`src/design/frvg_pkg.sv`:
```
// Shared constants and beat types for the frame RMS level detector.
`timescale 1ns / 1ps
package frvg_pkg;

  localparam int FRAME_MAX = 1024;

  localparam int SAMPLE_W = 16;
  localparam int LEVEL_W  = 24;
  localparam int ALPHA_W  = 17;
  localparam int CFG_W    = 24;
  localparam int CFG_IDX_W = 2;

  // Count must hold FRAME_MAX itself; the square sum holds FRAME_MAX squares.
  localparam int CNT_W  = $clog2(FRAME_MAX + 1);
  localparam int SQ_W   = 2 * SAMPLE_W;
  localparam int SUM_W  = 2 * (SAMPLE_W - 1) + CNT_W;
  localparam int NUM_W  = SUM_W + 16;
  // Mean square times 65536 never exceeds 2^46, so 48 radicand bits suffice.
  localparam int RAD_W  = 2 * LEVEL_W;
  localparam int SREM_W = LEVEL_W + 2;
  localparam int HI_W   = LEVEL_W + 2;
  localparam int PROD_W = HI_W + ALPHA_W;
  localparam int STEP_W = $clog2(NUM_W);

  localparam logic [ALPHA_W-1:0] ALPHA_ONE   = ALPHA_W'(65536);
  localparam logic [ALPHA_W-1:0] ALPHA_RESET = ALPHA_W'(6554);
  localparam logic [PROD_W-1:0]  ROUND_HALF  = PROD_W'(32768);

  localparam logic [CFG_IDX_W-1:0] CFG_VOICE_THR = CFG_IDX_W'(0);
  localparam logic [CFG_IDX_W-1:0] CFG_GATE_THR  = CFG_IDX_W'(1);
  localparam logic [CFG_IDX_W-1:0] CFG_ALPHA     = CFG_IDX_W'(2);

  typedef struct packed {
    logic signed [SAMPLE_W-1:0] sample;
    logic                       last_of_frame;
  } in_beat_t;

  typedef struct packed {
    logic [LEVEL_W-1:0] rms_level;
    logic               voice_detected;
    logic               gate_closed;
    logic [LEVEL_W-1:0] noise_floor_level;
  } out_beat_t;

endpackage

```
`src/design/frame_rms_voice_gate_noise_floor_top.sv`:
```
// Frame RMS level detector with voice flag, noise gate and smoothed noise floor.
//
//   channel | direction | handshake            | payload
//   --------+-----------+----------------------+------------------------------
//   in      | sink      | in_valid_i/in_stall_o | in_beat_t (sample, last mark)
//   out     | source    | out_valid_o/out_stall_i | out_beat_t (rms, flags, floor)
//   cfg     | sink      | cfg_valid_i/cfg_ready_o | register index and data
//
// A sample that does not end its frame is squared, then accumulated.
// A frame-ending sample is squared and accumulated, then divided, passed
// through the square root, used in the floor update (multiply, round) and
// emitted; the floor multiply is skipped while the floor is still zero.
// The bit-serial divider produces one quotient bit per cycle.
// Reset clears accumulators, floor, thresholds, presets alpha; no output pending.
// A stalled result holds in the output register while the next frame builds.
`timescale 1ns / 1ps
module frame_rms_voice_gate_noise_floor_top (
  input  logic                         clk_i,
  input  logic                         rst_ni,
  input  logic                         in_valid_i,
  output logic                         in_stall_o,
  input  frvg_pkg::in_beat_t           in_data_i,
  output logic                         out_valid_o,
  input  logic                         out_stall_i,
  output frvg_pkg::out_beat_t          out_data_o,
  input  logic                         cfg_valid_i,
  output logic                         cfg_ready_o,
  input  logic [frvg_pkg::CFG_IDX_W-1:0] cfg_index_i,
  input  logic [frvg_pkg::CFG_W-1:0]   cfg_data_i
);
  import frvg_pkg::*;

  typedef enum logic [2:0] {
    ST_IDLE,
    ST_ACCUM,
    ST_DIV,
    ST_SQRT,
    ST_MUL,
    ST_ROUND,
    ST_EMIT
  } state_e;

  state_e             state_q;
  logic [STEP_W-1:0]  step_q;
  logic [SUM_W-1:0]   sum_q;
  logic [CNT_W-1:0]   count_q;
  logic [LEVEL_W-1:0] nf_q;
  logic [LEVEL_W-1:0] voice_thr_q;
  logic [LEVEL_W-1:0] gate_thr_q;
  logic [ALPHA_W-1:0] alpha_q;
  logic               out_valid_q;
  out_beat_t          out_data_q;

  // Datapath registers
  logic [SQ_W-1:0]    sq_q;
  logic               last_q;
  logic [CNT_W:0]     div_rem_q;
  logic [NUM_W-1:0]   num_q;
  logic [RAD_W-1:0]   rad_q;
  logic [SREM_W-1:0]  srem_q;
  logic [LEVEL_W-1:0] root_q;
  logic [LEVEL_W-1:0] rms_q;
  logic [ALPHA_W-1:0] ma_q;
  logic [ALPHA_W-1:0] mb_q;
  logic [HI_W-1:0]    hi_q;
  logic [ALPHA_W-1:0] lo_q;

  logic               in_accept;
  logic               out_free;
  logic [SAMPLE_W-1:0] mag;
  logic [SUM_W-1:0]   sum_d;
  logic [CNT_W-1:0]   count_d;
  logic               frame_end;
  logic [CNT_W:0]     div_sh;
  logic               div_ge;
  logic [CNT_W:0]     div_rem_d;
  logic [NUM_W-1:0]   num_d;
  logic [SREM_W-1:0]  sq_sh;
  logic [SREM_W-1:0]  sq_trial;
  logic               sq_ge;
  logic [SREM_W-1:0]  srem_d;
  logic [LEVEL_W-1:0] root_d;
  logic [HI_W-1:0]    mul_sum;
  logic [PROD_W-1:0]  prod_rnd;
  logic [ALPHA_W-1:0] alpha_sat;
  logic [ALPHA_W-1:0] alpha_inv;
  logic               div_last;
  logic               sqrt_last;
  logic               mul_last;

  assign in_stall_o  = (state_q != ST_IDLE);
  assign in_accept   = in_valid_i && !in_stall_o;
  assign out_free    = !out_valid_q || !out_stall_i;
  assign out_valid_o = out_valid_q;
  assign out_data_o  = out_data_q;
  assign cfg_ready_o = 1'b1;

  always_comb begin
    mag = in_data_i.sample[SAMPLE_W-1] ? SAMPLE_W'(~in_data_i.sample + 1'b1)
                                       : SAMPLE_W'(in_data_i.sample);
    sum_d     = sum_q + SUM_W'(sq_q);
    count_d   = count_q + 1'b1;
    frame_end = last_q || (count_d >= CNT_W'(FRAME_MAX));

    // Restoring divide: one quotient bit per cycle, shifted into num_q.
    div_sh    = {div_rem_q[CNT_W-1:0], num_q[NUM_W-1]};
    div_ge    = (div_sh >= {1'b0, count_q});
    div_rem_d = div_ge ? div_sh - {1'b0, count_q} : div_sh;
    num_d     = {num_q[NUM_W-2:0], div_ge};

    // Square root: two radicand bits in, one root bit out per cycle.
    sq_sh    = {srem_q[SREM_W-3:0], rad_q[RAD_W-1 -: 2]};
    sq_trial = {root_q, 2'b01};
    sq_ge    = (sq_sh >= sq_trial);
    srem_d   = sq_ge ? sq_sh - sq_trial : sq_sh;
    root_d   = {root_q[LEVEL_W-2:0], sq_ge};

    // Shift-add multiply of both weights at once, LSB of the weights first.
    mul_sum  = hi_q + (ma_q[0] ? HI_W'(rms_q) : '0) + (mb_q[0] ? HI_W'(nf_q) : '0);
    prod_rnd = {hi_q, lo_q} + ROUND_HALF;

    alpha_sat = (alpha_q > ALPHA_ONE) ? ALPHA_ONE : alpha_q;
    alpha_inv = ALPHA_ONE - alpha_sat;

    div_last  = (step_q == STEP_W'(NUM_W - 1));
    sqrt_last = (step_q == STEP_W'(LEVEL_W - 1));
    mul_last  = (step_q == STEP_W'(ALPHA_W - 1));
  end

  // Control state, accumulators, registers and the output beat
  always_ff @(posedge clk_i or negedge rst_ni) begin
    if (!rst_ni) begin
      state_q     <= ST_IDLE;
      step_q      <= '0;
      sum_q       <= '0;
      count_q     <= '0;
      nf_q        <= '0;
      voice_thr_q <= '0;
      gate_thr_q  <= '0;
      alpha_q     <= ALPHA_RESET;
      out_valid_q <= 1'b0;
      out_data_q  <= '0;
    end else begin
      if (state_q == ST_EMIT && out_free) begin
        out_valid_q <= 1'b1;
      end else if (!out_stall_i) begin
        out_valid_q <= 1'b0;
      end
      if (cfg_valid_i) begin
        case (cfg_index_i)
          CFG_VOICE_THR: voice_thr_q <= cfg_data_i[LEVEL_W-1:0];
          CFG_GATE_THR:  gate_thr_q  <= cfg_data_i[LEVEL_W-1:0];
          CFG_ALPHA:     alpha_q     <= cfg_data_i[ALPHA_W-1:0];
          default: ;
        endcase
      end
      case (state_q)
        ST_IDLE: begin
          if (in_accept) begin
            state_q <= ST_ACCUM;
          end
        end
        ST_ACCUM: begin
          sum_q   <= sum_d;
          count_q <= count_d;
          step_q  <= '0;
          state_q <= frame_end ? ST_DIV : ST_IDLE;
        end
        ST_DIV: begin
          if (div_last) begin
            step_q  <= '0;
            state_q <= ST_SQRT;
          end else begin
            step_q <= step_q + 1'b1;
          end
        end
        ST_SQRT: begin
          if (sqrt_last) begin
            step_q <= '0;
            // While the floor is zero, it takes the frame level directly.
            if (nf_q == '0) begin
              nf_q    <= root_d;
              state_q <= ST_EMIT;
            end else begin
              state_q <= ST_MUL;
            end
          end else begin
            step_q <= step_q + 1'b1;
          end
        end
        ST_MUL: begin
          if (mul_last) begin
            step_q  <= '0;
            state_q <= ST_ROUND;
          end else begin
            step_q <= step_q + 1'b1;
          end
        end
        ST_ROUND: begin
          nf_q    <= prod_rnd[16 +: LEVEL_W];
          state_q <= ST_EMIT;
        end
        ST_EMIT: begin
          if (out_free) begin
            out_data_q.rms_level         <= rms_q;
            out_data_q.voice_detected    <= (rms_q > voice_thr_q);
            out_data_q.gate_closed       <= (rms_q < gate_thr_q);
            out_data_q.noise_floor_level <= nf_q;
            sum_q   <= '0;
            count_q <= '0;
            state_q <= ST_IDLE;
          end
        end
        default: state_q <= ST_IDLE;
      endcase
    end
  end

  // Datapath shift registers, no reset
  always_ff @(posedge clk_i) begin
    case (state_q)
      ST_IDLE: begin
        if (in_accept) begin
          sq_q   <= SQ_W'(mag) * SQ_W'(mag);
          last_q <= in_data_i.last_of_frame;
        end
      end
      ST_ACCUM: begin
        div_rem_q <= '0;
        num_q     <= {sum_d, 16'b0};
      end
      ST_DIV: begin
        div_rem_q <= div_rem_d;
        num_q     <= num_d;
        if (div_last) begin
          rad_q  <= num_d[RAD_W-1:0];
          srem_q <= '0;
          root_q <= '0;
        end
      end
      ST_SQRT: begin
        rad_q  <= {rad_q[RAD_W-3:0], 2'b00};
        srem_q <= srem_d;
        root_q <= root_d;
        if (sqrt_last) begin
          rms_q <= root_d;
          ma_q  <= alpha_sat;
          mb_q  <= alpha_inv;
          hi_q  <= '0;
          lo_q  <= '0;
        end
      end
      ST_MUL: begin
        hi_q <= {1'b0, mul_sum[HI_W-1:1]};
        lo_q <= {mul_sum[0], lo_q[ALPHA_W-1:1]};
        ma_q <= {1'b0, ma_q[ALPHA_W-1:1]};
        mb_q <= {1'b0, mb_q[ALPHA_W-1:1]};
      end
      default: ;
    endcase
  end

endmodule

```
`config.mk`:
```
export PLATFORM = sky130hd
export DESIGN_NAME = frame_rms_voice_gate_noise_floor_top
export DESIGN_NICKNAME = d
export VERILOG_FILES = /design/src/design/frvg_pkg.sv /design/src/design/frame_rms_voice_gate_noise_floor_top.sv
export SDC_FILE = /design/constraint.sdc
export NUM_CORES = 2
export LEC_CHECK = 0
export ABC_AREA = 1
export BUFFER_PORTS_ARGS = -buffer_cell sky130_fd_sc_hd__buf_2
export CAP_MARGIN = 25
export CORE_ASPECT_RATIO = 0.9
export CORE_MARGIN = 3
export CORE_UTILIZATION = 30
export CTS_BUF_LIST = sky130_fd_sc_hd__clkbuf_4 sky130_fd_sc_hd__clkbuf_8
export CTS_CLUSTER_DIAMETER = 50
export DETAILED_ROUTE_END_ITERATION = 10
export HOLD_SLACK_MARGIN = 0.05
export PLACE_DENSITY = 0.52
export SLEW_MARGIN = 10
export SYNTH_ARGS = -nofsm -noshare
export SYNTH_HDL_FRONTEND = slang
export SYNTH_SLANG_ARGS = --single-unit
```
`constraint.sdc`:
```
create_clock -name clk_i -period 7.35 [get_ports clk_i]
set_input_delay 0.735 -clock clk_i [delete_from_list [all_inputs] [get_ports clk_i]]
set_output_delay 0.735 -clock clk_i [all_outputs]
set_load 0.02 [all_outputs]
```
# Word level (Yosys, flattened, before mapping)
# Index checks and enable logic that the tools add are counted.
[totals]
regBits = 499
latch_bits = 0
ramBits = 0
rom_bits = 0
out_inout_bits = 53
elab_cells = 132
memories = 0
[op_classes]
addsub = 10
multipliers = 1
n_div = 0
order_cmp = 6
eq_ne = 18
shifts = 0
muxes = 43
n_bitwise = 1
n_reduce_logical = 28
[ops]
columns = ["operator", "n"]
rows = [
  ["24-bit 2-to-1 mux", 7],
  ["24-bit one-hot mux with 2 select lines", 3],
  ["57-bit one-hot mux with 2 select lines", 1],
  ["17-bit one-hot mux with 2 select lines", 3],
  ["48-bit one-hot mux with 2 select lines", 1],
  ["41-bit one-hot mux with 2 select lines", 1],
  ["17-bit 2-to-1 mux", 4],
  ["26-bit by 24-bit adder with 26-bit output", 2],
  ["26-bit one-hot mux with 2 select lines", 1],
  ["48-bit 2-to-1 mux", 1],
  ["11-bit one-hot mux with 2 select lines", 2],
  ["41-bit by 32-bit adder with 41-bit output", 1],
  ["41-bit 2-to-1 mux", 1],
  ["40-bit by 16-bit adder with 40-bit output (second input constant)", 1],
  ["16-bit by 16-bit multiplier with 32-bit output", 1],
  ["26-bit greater-or-equal comparator", 1],
  ["26-bit 2-to-1 mux", 1],
  ["24-bit greater-than comparator", 1],
  ["24-bit zero test", 1],
  ["24-bit < comparator", 1],
  ["6-bit one-hot mux with 4 select lines", 1],
  ["24-bit subtractor", 1],
  ["11-bit 2-to-1 mux", 2],
  ["3-bit one-hot mux with 7 select lines", 1],
  ["other kinds (34)", 67],
]

# Depth between registers and ports, before layout
[logic_depth]
depth_word = 5
depth_mapped = 36
depth_no_buf = 35

# Worst setup path before layout
# No wires, ideal clock.
[synth_path]
kind = "register -> register"
start = "register step_q[0]"
end = "register rad_q[0], enable pin"
arrival_time_ns = 7.461
path_slack_ns = -0.794
stages_incl_launch_ff = 5
n_path_buf = 0
period_less_slack_ns = 8.144
cell_sequence = "dfrtp_1 inv_1 ha_1 nand4_1 o21ai_0"
[synth_via]
elab_chain_len = 3
[synth_lines]
columns = ["element", "line_no", "source"]
rows = [
  ["start, declared", "frame_rms_voice_gate_noise_floor_top.sv:44", "logic [STEP_W-1:0] step_q;"],
  ["start signal, assigned", "frame_rms_voice_gate_noise_floor_top.sv:174", "step_q <= step_q + 1'b1;"],
  ["start signal, assigned", "frame_rms_voice_gate_noise_floor_top.sv:188", "step_q <= step_q + 1'b1;"],
  ["start signal, assigned", "frame_rms_voice_gate_noise_floor_top.sv:196", "step_q <= step_q + 1'b1;"],
  ["6-bit == test", "frame_rms_voice_gate_noise_floor_top.sv:125", "div_last = (step_q == STEP_W'(NUM_W - 1));"],
  ["2-bit inequality test (no source line)", "-", ""],
  ["2-bit AND reduction (no source line)", "-", ""],
  ["end signal, assigned", "frame_rms_voice_gate_noise_floor_top.sv:236", "rad_q <= num_d[RAD_W-1:0];"],
  ["end signal, assigned", "frame_rms_voice_gate_noise_floor_top.sv:242", "rad_q <= {rad_q[RAD_W-3:0], 2'b00};"],
  ["end, declared", "frame_rms_voice_gate_noise_floor_top.sv:59", "logic [RAD_W-1:0] rad_q;"],
]
# Every way passes these cells.
# A chain may end at the register's enable or synchronous reset.

# Final worst setup path
[layout_path]
start = "input in_data_i[1] in the netlist's numbering"
end = "register sq_q[28], data pin"
[layout_via]
elab_chain_len = 4
[layout_lines]
columns = ["element", "line_no", "source"]
rows = [
  ["start, declared", "frame_rms_voice_gate_noise_floor_top.sv:22", "input frvg_pkg::in_beat_t in_data_i,"],
  ["16-bit NOT", "frame_rms_voice_gate_noise_floor_top.sv:99", "mag = in_data_i.sample[SAMPLE_W-1] ? SAMPLE_W'(~in_data_i.sample + 1'b1)"],
  ["16-bit by 1-bit adder with 16-bit output", "frame_rms_voice_gate_noise_floor_top.sv:99", ""],
  ["16-bit 2-to-1 mux (*)", "frame_rms_voice_gate_noise_floor_top.sv:99", ""],
  ["16-bit by 16-bit multiplier with 32-bit output (*)", "frame_rms_voice_gate_noise_floor_top.sv:224", "sq_q <= SQ_W'(mag) * SQ_W'(mag);"],
  ["end signal, assigned", "frame_rms_voice_gate_noise_floor_top.sv:224", ""],
  ["end, declared", "frame_rms_voice_gate_noise_floor_top.sv:55", "logic [SQ_W-1:0] sq_q;"],
]
# Every way passes the cells marked *; elsewhere a longest branch is shown, timed or not.

==> flow_summary_export.csv <==
group,metric,value,unit
clock_tree,htree_levels,3,
detailed_routing,wl_met3,5110,um
layout,post-route-util,34.5,%
grt,grt_max_degree,124,
sta,clock.fmax,148,MHz
grt,track_usage,17.1,%
worst_setup_path,path_class,"in2reg",
power,powerDensity,520,nW/um2
detailed_routing,vias,29825,
worst_setup_path,worstSetupStartpointType,"input port",
clock_tree,clk_path_buf_depth,3,
detailed_routing,ant_nets,0,
clock_tree,cts_tree,"built",
die,die_y,335,um
detailed_routing,drt-initial-drc-count,2195,
worst_setup_path,crit_top_cell,"nand2_1",
layout,final_layout_size_suffix_gt1_share,8.34,%
grt,overflow,0,
power,p_sw,10.5,mW
place,dp.final_hpwl,81200,um
sta,drv_slew,0,
sta,tightest_slew,930,ps
die,core-area,118000,um2
sta,holdWs,206,ps
synthesis,syn_avg_cell_area,7.93,um2
detailed_routing,wl,105000,um
sta,period_minus_slack,6750,ps
layout,nets,5205,
die,die_w,371,um
power,power_frac_clock,13.4,%
layout,syn_to_final_growth,13.2,%
synthesis,yosys.cell_types.count,55,
clock_tree,cts_buffers,90,
detailed_routing,drc_errors,0,
synthesis,synth_cells,4543,
sta,rsz0062_at_grt,"no",
place,port_buffers,99,
layout,mostFrequentLayoutCells,"1,310 x nand2_1, 740 x inv_1, 418 x nor2_1",
layout,final_common_cell,"nand2_1",
worst_setup_path,cp.required,7750,ps
grt,antenna_found_initial,4,
status,status,"completed",
sta,relSlewSlack,38.0,%
detailed_routing,drt-pass1-iter-count,6,
clock_tree,clkSlewWorstSetupHoldPaths,60,ps
clock_tree,cts.sinks,482,
place,gp_congestion,0.905,
sta,fin_skew,85.7,ps
power,ir_worst_vdd,0.000545,V
clock_tree,cts.repair.resized,0,
grt,grt_pass1_vias,29445,
detailed_routing,top_layer,"met4",
synthesis,synth_ff_type,"edfxtp_1",
die,start_util,30.5,%
power,p_total,21.2,mW
detailed_routing,route.met2.wl,46600,um
power,sequentialPowerShare,23.2,%
die,io_pins,101,
worst_setup_path,crit_fanout,5,
worst_setup_path,cp_slowest_cell,"fa_1",
power,p_leak,20.1,nW
worst_setup_path,end_kind,"flop",
synthesis,syn_area,36000,um2
synthesis,async_flop_share,41.7,%
synthesis,synth_seq_area_share,37.4,%
grt,grt_pass1_wl,168000,um
worst_setup_path,cp.arrival,7150,ps
synthesis,synth-edff-count,281,
power,swShare,49.4,%
layout,n_fill_cell,12538,
flow_run,maxCapViolCount,0,
clock_tree,cts-root-buf,"clkbuf_8",
die,die-area,124000,um2
clock_tree,ctsHoldBuffers,1,
worst_setup_path,cp_slowest_stage_delay,560,ps
clock_tree,post_cts_buffers,0,
power,combPwrFrac,63.4,%
sta,fin_setup_tns,0,ps
detailed_routing,wl_per_cell,16.5,um
clock_tree,clk_latency,730,ps
detailed_routing,met1_length,51300,um
sta,hold_violations,0,
sta,finalSetupViolCount,0,
synthesis,yosys_warnings,0,
synthesis,ys_ff_latch,482,
sta,fin_crit_sh,91.8,%
detailed_routing,vias_per_cell,4.68,
power,power.internal,10.7,mW
die,num_rows,119,
min_path,hold_path_class,"in2reg",
[Yosys cell counts, types with 4 or more instances]
cell type	instances	area, um2
o41ai_1	5	43.8
nor3_1	48	240
xor2_1	46	403
nor4_1	5	31.3
dfrtp_1	194	4850
buf_1	8	30.0
o21bai_1	10	75.1
nand4_1	55	344
ha_1	241	3020
o22ai_1	4	25.0
fa_1	191	3820
nand3b_1	21	158
edfxtp_1	281	8440
nand2_2	9	56.3
a21oi_1	192	961
o21ai_1	14	70.1
nand2_1	1312	4920
xnor2_1	33	289
o21ai_0	304	1520
nand3_1	212	1060
o211ai_1	19	143
a31oi_1	6	37.5
nor2_2	4	25.0
nor2_1	420	1580
inv_2	11	41.3
o21a_1	9	67.6
dfstp_2	7	184
clkbuf_1	62	233
or2_2	11	68.8
a21o_1	6	45.0
buf_2	24	120
inv_1	740	2780
[layout make-up]
cell class                 instances  area, um2  area share (%)
timing repair buffer             181       1190            2.91
inverter                         754       2830            6.94
tap                             1573       1970            4.82
sequential                       482      13500            33.0
clock inverter                    32        328           0.804
clock buffer                     133       1630            4.00
multi-input combinational       3216      19400            47.5
antenna                            2       5.00          0.0123
[per-stage QoR]
stage / worst slack (ps) / instance area [um2] / cells
floorplan: 309 / 36100 / 4553
global placement: 61.3 / 38700 / 6201
detailed placement: 9.11 / 38800 / 6202
CTS: 709 / 40700 / 6368
global route: 111 / 40800 / 6372
finish: 602 / 40800 / 6373
[worst max-delay path, delay by kind of cell]
| kind | cells | cell delay (ps) |
|---|---|---|
| fa+ha+maj | 8 | 3660 |
| compound gates | 4 | 760 |
| simple gates | 11 | 1330 |
| buf+inv | 8 | 640 |
[cell families after synthesis]
family / after synthesis / synth area share (%)
buffers and inverters: 855 / 9.09
adders and majority gates: 432 / 19.0
other: 2 / 0.0208
AOI/OAI and AO/OA: 581 / 8.60
and+or+nand+nor: 2110 / 23.9
DFF: 482 / 37.4
xor gates and xnor gates: 81 / 2.04
[power groups by stage]
stage	clock, mW	sequential (mW)	combinational [mW]
2_1_floorplan	0	4.95	9.02
3_3_place_gp	0	4.96	13.4
3_5_place_dp	0	4.97	13.4
4_1_cts	2.94	4.93	13.5
5_1_grt	3.05	5.01	15.4
6_report	2.84	4.91	13.4
[registers in the layout, indices dropped and copies added, names as in the netlist, 2 cells and up]
register	cells
gate_thr_q	24
out_data_o	50
div_rem_q	11
step_q	6
hi_q	25
sum_q	41
srem_q	24
alpha_q	17
root_q	24
mb_q	17
num_q	57
rms_q	24
rad_q	48
state_q	3
nf_q	24
lo_q	2
voice_thr_q	24
sq_q	31
ma_q	17
count_q	11
[worst paths after layout]
check	from	to	slack (ps)	depth (start not counted)
max	in_data_i[1]	sq_q[28]	600	31
min	in_data_i[0]	last_q	210	1
max reg2reg	state_q[0]	count_q[6]	3160	14
min reg2reg	root_q[9]	rms_q[10]	420	0
max in group asynchronous	rst_ni	sum_q[29]	5460	3
min in group asynchronous	rst_ni	alpha_q[9]	560	2
[metal layers]
layer / global-route usage, % / vias to the layer above
li1: - / 14893
met1: 24.8 / 14145
met2: 27.1 / 659
met3: 2.30 / 128
met4: 3.60 / 0
met5: 0 / -
Power figures use the tool's default switching activity.
